[config.mk]
export PLATFORM = sky130hd
export DESIGN_NAME = memory_share_handle_table
export DESIGN_NICKNAME = d
export VERILOG_FILES = /design/src/hw/rtl/msht_pkg.sv /design/src/hw/rtl/msht_ram.sv /design/src/hw/rtl/msht_dp.sv /design/src/hw/rtl/msht_ctrl.sv /design/src/hw/rtl/memory_share_handle_table.sv
export SDC_FILE = /design/constraint.sdc
export NUM_CORES = 2
export LEC_CHECK = 0
export ABC_AREA = 0
export BUFFER_PORTS_ARGS = -buffer_cell sky130_fd_sc_hd__buf_2
export CAP_MARGIN = 10
export CORE_MARGIN = 2
export CORE_UTILIZATION = 50
export DETAILED_ROUTE_END_ITERATION = 7
export PLACE_DENSITY = 0.66
export SYNTH_ARGS = -nofsm -noshare
export SYNTH_HDL_FRONTEND = slang
export SYNTH_SLANG_ARGS = --single-unit
[constraint.sdc]
create_clock -name aclk -period 16.2 [get_ports aclk]
set_input_delay 0.81 -clock aclk [delete_from_list [all_inputs] [get_ports aclk]]
set_output_delay 0.81 -clock aclk [all_outputs]
set_load 0.05 [all_outputs]
[src/hw/rtl/msht_pkg.sv]
// ----------------------------------------------------------------------------
// msht_pkg
// Shared types and codes for the memory-share handle table.
// ----------------------------------------------------------------------------
`default_nettype none

package msht_pkg;

    // Default table depth
    localparam int ENTRIES_DEF = 16;

    // Field widths
    localparam int OP_W     = 3;
    localparam int KIND_W   = 2;
    localparam int REQ_H_W  = 64;
    localparam int HANDLE_W = 63;
    localparam int ID_W     = 16;
    localparam int STATE_W  = 2;
    localparam int STAT_W   = 2;
    localparam int COUNT_W  = 64;

    // Operation codes
    localparam logic [OP_W-1:0] OP_ALLOC      = 3'd0;
    localparam logic [OP_W-1:0] OP_LOOKUP     = 3'd1;
    localparam logic [OP_W-1:0] OP_RETRIEVE   = 3'd2;
    localparam logic [OP_W-1:0] OP_RELINQUISH = 3'd3;
    localparam logic [OP_W-1:0] OP_RECLAIM    = 3'd4;

    // Transfer kind that leaves the slot free
    localparam logic [KIND_W-1:0] KIND_NONE = 2'd3;

    // Slot states
    localparam logic [STATE_W-1:0] ES_FREE = 2'd0;

    // Result status codes
    localparam logic [STAT_W-1:0] STAT_OK      = 2'd0;
    localparam logic [STAT_W-1:0] STAT_INVALID = 2'd1;
    localparam logic [STAT_W-1:0] STAT_DENIED  = 2'd2;
    localparam logic [STAT_W-1:0] STAT_NOMEM   = 2'd3;

    // Counter value after reset
    localparam logic [COUNT_W-1:0] COUNT_INIT = 64'd1;

    // Request word
    typedef struct packed {
        logic [OP_W-1:0]    op;
        logic [KIND_W-1:0]  transfer_kind;
        logic [REQ_H_W-1:0] handle;
        logic [ID_W-1:0]    owner_id;
        logic [ID_W-1:0]    borrower_id;
    } in_word_t;

    // Result word
    typedef struct packed {
        logic [STAT_W-1:0]   status;
        logic [HANDLE_W-1:0] handle_out;
        logic [ID_W-1:0]     found_owner;
        logic [ID_W-1:0]     found_borrower;
        logic [STATE_W-1:0]  found_state;
        logic                found_retrieved;
    } out_word_t;

    // One table slot as held in the RAM
    typedef struct packed {
        logic [HANDLE_W-1:0] handle;
        logic [ID_W-1:0]     owner;
        logic [ID_W-1:0]     borrower;
        logic [STATE_W-1:0]  state;
        logic                retrieved;
    } entry_t;

    // Controller to datapath commands
    typedef struct packed {
        logic load;
        logic scan;
        logic finish;
    } dp_cmd_t;

    // Datapath to controller status
    typedef struct packed {
        logic hit;
        logic miss;
    } dp_stat_t;

endpackage

`default_nettype wire

[src/hw/rtl/msht_ram.sv]
// ----------------------------------------------------------------------------
// msht_ram
// Generic single-write, single-read RAM with registered read data.
// ----------------------------------------------------------------------------
`default_nettype none

module msht_ram #(
    parameter int WIDTH = 8,
    parameter int DEPTH = 16,
    localparam int ADDR_W = (DEPTH > 1) ? $clog2(DEPTH) : 1
) (
    input  wire logic              aclk,
    input  wire logic              we,
    input  wire logic [ADDR_W-1:0] waddr,
    input  wire logic [WIDTH-1:0]  wdata,
    input  wire logic [ADDR_W-1:0] raddr,
    output logic      [WIDTH-1:0]  rdata
);

    logic [WIDTH-1:0] mem_reg [DEPTH];
    logic [WIDTH-1:0] rdata_reg;

    // Write port and registered read port
    always_ff @(posedge aclk) begin
        if (we) begin
            mem_reg[waddr] <= wdata;
        end
        rdata_reg <= mem_reg[raddr];
    end

    assign rdata = rdata_reg;

endmodule

`default_nettype wire

[src/hw/rtl/msht_dp.sv]
// ----------------------------------------------------------------------------
// msht_dp
// Datapath: request register, slot scan, table RAM, handle counter, result.
// ----------------------------------------------------------------------------
`default_nettype none

module msht_dp #(
    parameter int ENTRIES = msht_pkg::ENTRIES_DEF,
    localparam int IDX_W = (ENTRIES > 1) ? $clog2(ENTRIES) : 1,
    localparam int CNT_W = $clog2(ENTRIES + 1)
) (
    input  wire logic                aclk,
    input  wire logic                aresetn,
    input  wire msht_pkg::in_word_t  s_data,
    output msht_pkg::out_word_t      m_data,
    input  wire msht_pkg::dp_cmd_t   cmd,
    output msht_pkg::dp_stat_t       stat
);

    localparam int ENTRY_W = $bits(msht_pkg::entry_t);

    msht_pkg::in_word_t                  req_reg;
    logic [CNT_W-1:0]                    idx_reg;
    logic                                rd_vld_reg;
    logic [IDX_W-1:0]                    rd_idx_reg;
    logic                                found_reg;
    logic [IDX_W-1:0]                    hit_idx_reg;
    msht_pkg::entry_t                    hit_entry_reg;
    logic [ENTRIES-1:0]                  valid_reg;
    logic [msht_pkg::COUNT_W-1:0]        counter_reg;
    msht_pkg::out_word_t                 result_reg;

    logic [ENTRY_W-1:0]                  ram_rdata;
    msht_pkg::entry_t                    rd_entry;
    logic                                hit_cand;
    logic                                hit_now;
    logic                                last;
    msht_pkg::out_word_t                 res;
    msht_pkg::entry_t                    wr_entry;
    logic                                wr_en;
    logic                                cnt_inc;

    // Table storage
    msht_ram #(
        .WIDTH (ENTRY_W),
        .DEPTH (ENTRIES)
    ) u_ram (
        .aclk  (aclk),
        .we    (cmd.finish & wr_en),
        .waddr (hit_idx_reg),
        .wdata (wr_entry),
        .raddr (idx_reg[IDX_W-1:0]),
        .rdata (ram_rdata)
    );

    // Slot as read: never-written slots read as free and not retrieved
    always_comb begin
        rd_entry = msht_pkg::entry_t'(ram_rdata);
        if (!valid_reg[rd_idx_reg]) begin
            rd_entry.state     = msht_pkg::ES_FREE;
            rd_entry.retrieved = 1'b0;
        end
    end

    // Match test for the slot just read
    always_comb begin
        case (req_reg.op) inside
            msht_pkg::OP_ALLOC: begin
                hit_cand = (rd_entry.state == msht_pkg::ES_FREE);
            end
            msht_pkg::OP_LOOKUP, msht_pkg::OP_RETRIEVE,
            msht_pkg::OP_RELINQUISH, msht_pkg::OP_RECLAIM: begin
                hit_cand = (rd_entry.state != msht_pkg::ES_FREE) &&
                           !req_reg.handle[msht_pkg::REQ_H_W-1] &&
                           (rd_entry.handle == req_reg.handle[msht_pkg::HANDLE_W-1:0]);
            end
            default: begin
                hit_cand = 1'b0;
            end
        endcase
    end

    assign hit_now   = rd_vld_reg & hit_cand;
    assign last      = (idx_reg == CNT_W'(ENTRIES));
    assign stat.hit  = hit_now;
    assign stat.miss = !hit_now && last;

    // Request capture and slot scan, one slot a cycle
    always_ff @(posedge aclk) begin
        if (!aresetn) begin
            idx_reg    <= '0;
            rd_vld_reg <= 1'b0;
            found_reg  <= 1'b0;
        end else if (cmd.load) begin
            idx_reg    <= '0;
            rd_vld_reg <= 1'b0;
            found_reg  <= 1'b0;
        end else if (cmd.scan) begin
            if (hit_now) begin
                found_reg  <= 1'b1;
                rd_vld_reg <= 1'b0;
            end else if (!last) begin
                rd_vld_reg <= 1'b1;
                idx_reg    <= idx_reg + CNT_W'(1);
            end else begin
                rd_vld_reg <= 1'b0;
            end
        end
    end

    // Payload side of the scan
    always_ff @(posedge aclk) begin
        if (cmd.load) begin
            req_reg <= s_data;
        end
        if (cmd.scan && !hit_now && !last) begin
            rd_idx_reg <= idx_reg[IDX_W-1:0];
        end
        if (cmd.scan && hit_now) begin
            hit_idx_reg   <= rd_idx_reg;
            hit_entry_reg <= rd_entry;
        end
    end

    // Operation outcome and slot update
    always_comb begin
        res                 = '0;
        res.status          = msht_pkg::STAT_INVALID;
        wr_entry            = hit_entry_reg;
        wr_en               = 1'b0;
        cnt_inc             = 1'b0;
        case (req_reg.op)
            msht_pkg::OP_ALLOC: begin
                if (found_reg) begin
                    wr_entry.handle    = counter_reg[msht_pkg::HANDLE_W-1:0];
                    wr_entry.owner     = req_reg.owner_id;
                    wr_entry.borrower  = req_reg.borrower_id;
                    wr_entry.state     = (req_reg.transfer_kind == msht_pkg::KIND_NONE) ?
                                         msht_pkg::ES_FREE :
                                         msht_pkg::STATE_W'(req_reg.transfer_kind + 2'd1);
                    wr_entry.retrieved = 1'b0;
                    wr_en              = 1'b1;
                    cnt_inc            = 1'b1;
                    res.status         = msht_pkg::STAT_OK;
                    res.handle_out     = counter_reg[msht_pkg::HANDLE_W-1:0];
                end else begin
                    res.status = msht_pkg::STAT_NOMEM;
                end
            end
            msht_pkg::OP_LOOKUP: begin
                if (found_reg) begin
                    res.status          = msht_pkg::STAT_OK;
                    res.found_owner     = hit_entry_reg.owner;
                    res.found_borrower  = hit_entry_reg.borrower;
                    res.found_state     = hit_entry_reg.state;
                    res.found_retrieved = hit_entry_reg.retrieved;
                end
            end
            msht_pkg::OP_RETRIEVE: begin
                if (found_reg) begin
                    if (hit_entry_reg.borrower != req_reg.borrower_id ||
                        hit_entry_reg.retrieved) begin
                        res.status = msht_pkg::STAT_DENIED;
                    end else begin
                        wr_entry.retrieved = 1'b1;
                        wr_en              = 1'b1;
                        res.status         = msht_pkg::STAT_OK;
                    end
                end
            end
            msht_pkg::OP_RELINQUISH: begin
                if (found_reg) begin
                    if (hit_entry_reg.borrower != req_reg.borrower_id ||
                        !hit_entry_reg.retrieved) begin
                        res.status = msht_pkg::STAT_DENIED;
                    end else begin
                        wr_entry.retrieved = 1'b0;
                        wr_en              = 1'b1;
                        res.status         = msht_pkg::STAT_OK;
                    end
                end
            end
            msht_pkg::OP_RECLAIM: begin
                if (found_reg) begin
                    if (hit_entry_reg.owner != req_reg.owner_id ||
                        hit_entry_reg.retrieved) begin
                        res.status = msht_pkg::STAT_DENIED;
                    end else begin
                        wr_entry.state = msht_pkg::ES_FREE;
                        wr_en          = 1'b1;
                        res.status     = msht_pkg::STAT_OK;
                    end
                end
            end
            default: begin
                res.status = msht_pkg::STAT_INVALID;
            end
        endcase
    end

    // Slot valid bits and handle counter
    always_ff @(posedge aclk) begin
        if (!aresetn) begin
            valid_reg   <= '0;
            counter_reg <= msht_pkg::COUNT_INIT;
        end else if (cmd.finish) begin
            if (wr_en) begin
                valid_reg[hit_idx_reg] <= 1'b1;
            end
            if (cnt_inc) begin
                counter_reg <= counter_reg + msht_pkg::COUNT_W'(1);
            end
        end
    end

    // Result word
    always_ff @(posedge aclk) begin
        if (cmd.finish) begin
            result_reg <= res;
        end
    end

    assign m_data = result_reg;

    // Counter only moves when an operation completes
    a_count_on_finish: assert property (@(posedge aclk) disable iff (!aresetn)
        ($past(aresetn) && counter_reg != $past(counter_reg)) |-> $past(cmd.finish))
        else $error("handle counter moved outside completion");

    // Scan index stays within the table
    a_idx_range: assert property (@(posedge aclk) disable iff (!aresetn)
        idx_reg <= CNT_W'(ENTRIES))
        else $error("scan index beyond table");

    // A pending read always refers to a real slot
    a_rd_idx_range: assert property (@(posedge aclk) disable iff (!aresetn)
        rd_vld_reg |-> (CNT_W'(rd_idx_reg) < CNT_W'(ENTRIES)))
        else $error("read of slot beyond table");

endmodule

`default_nettype wire

[src/hw/rtl/msht_ctrl.sv]
// ----------------------------------------------------------------------------
// msht_ctrl
// Controller: sequences request capture, slot scan and completion, and owns
// the result word's valid flag.
// ----------------------------------------------------------------------------
`default_nettype none

module msht_ctrl (
    input  wire logic               aclk,
    input  wire logic               aresetn,
    input  wire logic               s_valid,
    output logic                    s_ready,
    output logic                    m_valid,
    input  wire logic               m_ready,
    output msht_pkg::dp_cmd_t       cmd,
    input  wire msht_pkg::dp_stat_t stat
);

    typedef enum logic [2:0] {
        ST_IDLE  = 3'b001,
        ST_SCAN  = 3'b010,
        ST_REPLY = 3'b100
    } state_t;

    state_t state_reg;
    state_t state_next;
    logic   out_valid_reg;
    logic   out_valid_next;
    logic   accept;
    logic   out_free;

    assign s_ready  = (state_reg == ST_IDLE);
    assign accept   = s_valid & s_ready;
    assign out_free = !out_valid_reg || m_ready;

    // Next state
    always_comb begin
        state_next = state_reg;
        unique case (state_reg)
            ST_IDLE: begin
                if (accept) begin
                    state_next = ST_SCAN;
                end
            end
            ST_SCAN: begin
                if (stat.hit || stat.miss) begin
                    state_next = ST_REPLY;
                end
            end
            ST_REPLY: begin
                if (out_free) begin
                    state_next = ST_IDLE;
                end
            end
            default: begin
                state_next = ST_IDLE;
            end
        endcase
    end

    // Datapath commands
    always_comb begin
        cmd.load   = accept;
        cmd.scan   = (state_reg == ST_SCAN);
        cmd.finish = (state_reg == ST_REPLY) && out_free;
    end

    // Result word valid flag
    always_comb begin
        out_valid_next = out_valid_reg;
        if (cmd.finish) begin
            out_valid_next = 1'b1;
        end else if (m_ready) begin
            out_valid_next = 1'b0;
        end
    end

    always_ff @(posedge aclk) begin
        if (!aresetn) begin
            state_reg     <= ST_IDLE;
            out_valid_reg <= 1'b0;
        end else begin
            state_reg     <= state_next;
            out_valid_reg <= out_valid_next;
        end
    end

    assign m_valid = out_valid_reg;

    // Completion never overwrites a word that is still waiting
    a_finish_free: assert property (@(posedge aclk) disable iff (!aresetn)
        cmd.finish |-> (!out_valid_reg || m_ready))
        else $error("result overwritten while stalled");

    // A new word appears only from the reply step
    a_valid_from_reply: assert property (@(posedge aclk) disable iff (!aresetn)
        ($past(aresetn) && $rose(out_valid_reg)) |-> $past(state_reg == ST_REPLY))
        else $error("result valid without completion");

    // An accepted request always starts a scan
    a_accept_scan: assert property (@(posedge aclk) disable iff (!aresetn)
        accept |=> (state_reg == ST_SCAN))
        else $error("accepted request did not start a scan");

endmodule

`default_nettype wire

[src/hw/rtl/memory_share_handle_table.sv]
// ----------------------------------------------------------------------------
// memory_share_handle_table
// Table of memory-transfer handles: alloc, lookup, retrieve, relinquish and
// reclaim, one operation per request word.
//
// Usage:
//   s_valid/s_ready/s_data carry one request word per operation; m_valid/
//   m_ready/m_data return exactly one result word for each request, in order.
//   Requests are taken one at a time. After a request is taken the table is
//   scanned one slot per cycle through the single read port of the table RAM,
//   stopping at the first matching slot, then a reply step completes the update.
//   The result word sits in an output register, so the next request is taken
//   while an earlier result still waits; if the receiver stalls, the following
//   request finishes its scan and then holds until the output is free.
//   Reset (synchronous, aresetn low) marks every slot free and not retrieved
//   and sets the handle counter to one; no clearing pass is needed.
// ----------------------------------------------------------------------------
`default_nettype none

module memory_share_handle_table #(
    parameter int ENTRIES = msht_pkg::ENTRIES_DEF
) (
    input  wire logic                aclk,
    input  wire logic                aresetn,
    input  wire logic                s_valid,
    output logic                     s_ready,
    input  wire msht_pkg::in_word_t  s_data,
    output logic                     m_valid,
    input  wire logic                m_ready,
    output msht_pkg::out_word_t      m_data
);

    msht_pkg::dp_cmd_t  cmd;
    msht_pkg::dp_stat_t stat;

    // Sequencer
    msht_ctrl u_ctrl (
        .aclk    (aclk),
        .aresetn (aresetn),
        .s_valid (s_valid),
        .s_ready (s_ready),
        .m_valid (m_valid),
        .m_ready (m_ready),
        .cmd     (cmd),
        .stat    (stat)
    );

    // Table, counter and result
    msht_dp #(
        .ENTRIES (ENTRIES)
    ) u_dp (
        .aclk    (aclk),
        .aresetn (aresetn),
        .s_data  (s_data),
        .m_data  (m_data),
        .cmd     (cmd),
        .stat    (stat)
    );

endmodule

`default_nettype wire
# Word-level counts from Yosys, hierarchy flattened

Memories as Yosys holds them, arrays and structs flattened. A register that Yosys moved wholly into a read port is not among the register bits.
Index checks and enable logic that the tools add are counted.

Reduce and logical (&&, ||, !) cells: 31
Add/sub/neg operators: 3
$lt $le $gt $ge: 3
Equal/unequal tests: 15
Bitwise logic cells: 7
Mux-type cells: 46

Operators by type and width:

| kind                                                       | count |
|---|---|
| two-way mux 98 bit                                         | 1 |
| two-way mux 95 bit                                         | 1 |
| adder 64 x 1 -> 64 bit, second input constant              | 1 |
| == test 63 bit                                             | 1 |
| != test 16 bit                                             | 2 |
| two-way mux 1 bit                                          | 23 |
| two-way mux 2 bit                                          | 10 |
| OR 16 bit                                                  | 1 |
| two-way mux 3 bit                                          | 4 |
| less-than comparator 4 x 5 -> 1 bit, second input constant | 2 |
| case mux 2 bit (5 select lines)                            | 1 |
| AND reduction 2 bit                                        | 5 |
| == test 3 x 2 -> 1 bit, second input constant              | 3 |
| case mux 3 bit (3 select lines)                            | 1 |
| logical AND 1 bit                                          | 8 |
| == test 3 x 1 -> 1 bit, second input constant              | 2 |
| == test 3 bit, second input constant                       | 2 |
| AND reduction 3 bit                                        | 2 |
| adder 5 x 1 -> 5 bit, second input constant                | 1 |
| == test 5 bit, second input constant                       | 1 |
| logical NOT 1 bit                                          | 5 |
| logical OR 1 bit                                           | 5 |
| binary-select mux 1 bit (select 4 bit)                     | 1 |
| demux 1 bit (select 4 bit)                                 | 1 |
| 15 further kinds                                           | 21 |

Register bits: 398
RAM bits: 1568
Logic and storage cells: 131
Input bits: 105
Memories: 1
Output and inout port bits: 102

Memories:

| memory             | words | width | read ports | clocked after memory_dff | wr ports | RTL line       | RTL |
|---|---|---|---|---|---|---|---|
| u_dp.u_ram.mem_reg | 16    | 98    | 1          | 1                        | 1        | msht_ram.sv:20 | `logic [WIDTH-1:0] mem_reg [DEPTH];` |

# Depth between registers and ports, before layout

Depth after elaboration: 14
Mapped depth: 10
Depth with buffers taken out: 7

# Cells and area by module

A second synthesis with hierarchy kept.

Cells, all modules: 3707
Area total of the unflattened synthesis: 77192.8 µm²

Modules (own cells, without submodules):

| module    | times used | area each (µm²) | cells an instance | sequential area each (µm²) |
|---|---|---|---|---|
| msht_ram  | 1          | 60525.5         | 2510              | 49047.0 |
| msht_dp   | 1          | 16412.0         | 1169              | 10940.5 |
| msht_ctrl | 1          | 255.2           | 28                | 80.1 |

# Worst setup path before layout

No wires, ideal clock.

Path kind: input to register
Start: input port m_ready
End: memory u_dp.u_ram.mem_reg[3][0] in the netlist's numbering (enable)
Required time: 15.526 ns
Slack: 4.518 ns
Stages: 4
Data arrival time: 11.007 ns
Cells stage by stage: nand2b_1 and2_1 o2111ai_1 nor3_1

Longest elaborated chain between the ends: 5

RTL lines:

| item                                    | RTL line                        | RTL |
|---|---|---|
| from (decl)                             | memory_share_handle_table.sv:29 | `input wire logic m_ready,` |
| logical OR 1 bit                        | msht_ctrl.sv:34                 | `assign out_free = !out_valid_reg \|\| m_ready;` |
| logical AND 1 bit                       | msht_ctrl.sv:65                 | `cmd.finish = (state_reg == ST_REPLY) && out_free;` |
| AND 1 bit                               | msht_dp.sv:49                   | `.we (cmd.finish & wr_en),` |
| two-way mux 1 bit                       | msht_ram.sv:25                  | `if (we) begin` |
| two-way mux 1 bit (implied by the code) | msht_ram.sv:26                  | `mem_reg[waddr] <= wdata;` |
| to (decl)                               | msht_ram.sv:20                  |  |

Every way passes these cells.

# Final worst setup path

Start: register u_ctrl.state_reg[2]
End: memory u_dp.u_ram.mem_reg[1][47] in the netlist's numbering (enable)

Longest elaborated chain between the ends: 5

RTL lines:

| item                                    | RTL line        | RTL |
|---|---|---|
| from (decl)                             | msht_ctrl.sv:25 | `state_t state_reg;` |
| from (signal assigned)                  | msht_ctrl.sv:83 | `state_reg <= state_next;` |
| == test 3 bit                           | msht_ctrl.sv:65 |  |
| logical AND 1 bit                       | msht_ctrl.sv:65 |  |
| AND 1 bit                               | msht_dp.sv:49   |  |
| two-way mux 1 bit                       | msht_ram.sv:25  |  |
| two-way mux 1 bit (implied by the code) | msht_ram.sv:26  |  |

Every way passes these cells.

==> impl_metrics.tcl <==
set metrics [dict create \
    status "finished clean" \
    vias 36700 \
    fmax_mhz 182 \
    ant_nets 0 \
    yosys-top-cells-area "edfxtp_1 73%, mux4_2 14%, dfxtp_1 4.9%" \
    final_cell_mix "1875 x edfxtp_1, 490 x mux4_2, 206 x buf_2, 201 x clkbuf_16, 184 x dfxtp_1" \
    p_leak_nw 27.2 \
    min_path_type "input pin to flip-flop" \
    grt_usage 0.237 \
    syn-cell-area_sq_um 76900 \
    grt_pass1_vias 36600 \
    ff2ff_path_depth 8 \
    r2r-end "u_dp.u_ram.mem_reg[1][47]$_DFFE_PP_" \
    slew_headroom 0.182 \
    initial_utilization 0.505 \
    vias_per_cell 6.06 \
    hpwl_um 101000 \
    fillers 11000 \
    clkSinkCount 2063 \
    synthArstFlopShare 0 \
    cts_tree "built" \
    end_kind "flip-flop" \
    num_rows 143 \
    regArea_sq_um 60100 \
    clkTransAtPathRegs_ns 0.06 \
    final_area_sq_um 87100 \
    synth_nets 3639 \
    routedWlPerCell_um 30.6 \
    die_h_um 396 \
    final_common_cell "edfxtp_1" \
    fin_worst_skew_ns 0.0332 \
    clk_path_buf_depth 3 \
    cellPowerDensity_nw_per_um2 121 \
    tns_ns 0 \
    tightest_slew_ns 1.22 \
    setup_violations 0 \
    areaGrowthSynthToFinish_pct 13.3 \
    largest_register_ffs 1568 \
    clock_latency_ns 0.83 \
    portBuffers 206 \
    dieArea_sq_um 157000 \
    synth-seq-cells 2063 \
    ys_seq_area_frac 0.781 \
    whs_endpoint "u_dp.req_reg[4]$_DFFE_PP_" \
    drc 0 \
    rrSetupSlack_ns 10.71 \
    synth_edf_count 1875 \
    grt_pass1_wl_um 265000 \
    yosysTopAreaCell "edfxtp_1" \
    htree_levels 4 \
    globalplace.congestion 0.789 \
    synthFlopType "edfxtp_1" \
    timing.max_cap.violations 0 \
    postSynthAreaPerCell_sq_um 21.8 \
    slew_viol_final 0 \
    dr.pass1.iters 5 \
    die_x_um 396 \
    cts_buffers 200 \
    path_class "flip-flop to flip-flop" \
    syn_inst 3530 \
    multi_input_area_sq_um 16200 \
    hold_viol 0 \
    wl_um 185000 \
    crit_fanout 61 \
    overflow 0 \
    fin_nets 3954 \
    drt_iter0_markers 4459 \
    yosysWarnings 0 \
    synth_cell_types 59 \
    vdd_drop_max_mv 0.105 \
    grt_max_degree 135 \
    ctsResizeCount 0 \
    final_layout_size_suffix_gt1_frac 0.271 \
    rsz0062_at_grt "no" \
    core_sq_um 152000 \
    fin_crit_ns 5.49 \
    hp-start "s_data[4]" \
    cts_root_buf "clkbuf_16" \
    io_pins 207 \
    place_area_sq_um 80600 \
    worst_r2r_startpoint "u_ctrl.state_reg[2]$_SDFFE_PN0P_" \
    arrival_ns 5.91 \
    post-route-period-util 0.339 \
    postCtsHoldBufs 0 \
    synth_top_area_frac 0.732 \
    whs_path_depth 1 \
    cts_setup_buffers 0 \
    startpoint_type "flip-flop" \
    antenna_found_initial 13 \
    critPathRequiredTime_ns 16.62 \
]
[per-layer routing]
layer | GRT usage | vias up | wire (um)
met2 | 0.375 | 1700 | 89300
met4 | 0.0459 | 8 | 2740
met1 | 0.348 | 19600 | 77000
met5 | 0 | - | 47
li1 | - | 15100 | -
met3 | 0.0490 | 235 | 16200
[report_power, final]
part	switching (mW)	total, mW	internal [mW]
Clock	1.99	4.59	2.61
Combinational	0.0921	0.158	0.0657
Sequential	0.0215	5.78	5.76
Total	2.10	10.5	8.43
[worst max path at each step]
stage / start / endpoint / slack (ns) / cells after the start
2_1_floorplan: m_ready / u_dp.u_ram.mem_reg[3][0]$_DFFE_PP_ / 4.52 / 4
3_3_place_gp: m_ready / u_dp.u_ram.mem_reg[1][47]$_DFFE_PP_ / 10.37 / 9
3_5_place_dp: m_ready / u_dp.u_ram.mem_reg[1][47]$_DFFE_PP_ / 10.30 / 9
4_1_cts: u_ctrl.state_reg[2]$_SDFFE_PN0P_ / u_dp.u_ram.mem_reg[1][45]$_DFFE_PP_ / 10.67 / 8
5_1_grt: u_ctrl.state_reg[2]$_SDFFE_PN0P_ / u_dp.u_ram.mem_reg[1][48]$_DFFE_PP_ / 10.39 / 8
6_report: u_ctrl.state_reg[2]$_SDFFE_PN0P_ / u_dp.u_ram.mem_reg[1][47]$_DFFE_PP_ / 10.71 / 8
[cell usage after synthesis (2+ instances only)]
library cell  count
a2111oi_0         2
a21boi_0          7
a21boi_1          8
a21o_1           63
a21oi_1           3
and2_1          136
and3_1            5
and4_1           10
buf_1            40
buf_2             3
clkbuf_1        118
dfxtp_1         188
edfxtp_1       1875
ha_1              4
inv_1            28
mux2i_1           5
mux4_1            4
mux4_2          490
nand2_1         161
nand2b_1          6
nand3_1          18
nand3b_1          2
nand4_1          26
nor2_1           43
nor2b_1          13
nor3_1           14
nor3b_1           4
nor4_1           17
nor4_2            2
nor4b_4           2
nor4bb_1          2
o21a_1            2
o21ai_0          32
o21ai_1           7
o22ai_1           5
o2bb2ai_1         2
o31ai_1           5
or3_1            19
or3b_1            2
or4_1             6
xnor2_1          60
xor2_1           74
[logic make-up after synthesis]
group	count (synthesis)	synth area share
buffers and inverters	190	0.00942
and+or+nand+nor	494	0.0345
adders and majority gates	4	0.000651
DFF	2063	0.781
AOI/OAI and AO/OA	145	0.0129
muxes	500	0.146
xor gates and xnor gates	134	0.0153
[through the flow]
step                      instances  hold slack [ns]  utilization  power (mW)  setup WS, ns
after floorplan                3530            0.386            -        5.99          4.52
after global placement         5673            0.387        0.529        6.05         10.37
after detailed placement       5673            0.391        0.529        6.05         10.30
after CTS                      6050            0.103        0.572        10.6         10.67
after global routing           6050            0.115        0.572        10.8         10.39
final                          6052            0.160        0.572        10.5         10.71
[area by class of cell]
type                    instances  area share
diodes                          2   0.0000575
clock buffers                 275      0.0631
clock inverters               102      0.0115
inverters                      28     0.00126
multi-input cells            1277       0.186
flip-flops and latches       2063       0.690
well taps                    2030      0.0292
repair buffers                275      0.0187
[worst max-delay path, stage by stage, from the launching register on]
cell     delay, ns
dfxtp_1       0.48
nor3b_1       0.39
and2_4        0.68
buf_4         0.90
o21ai_1       0.21
or3b_1        0.64
nor3_2        0.25
buf_4         0.69
buf_4         0.77
Power figures use the tool's default switching activity.
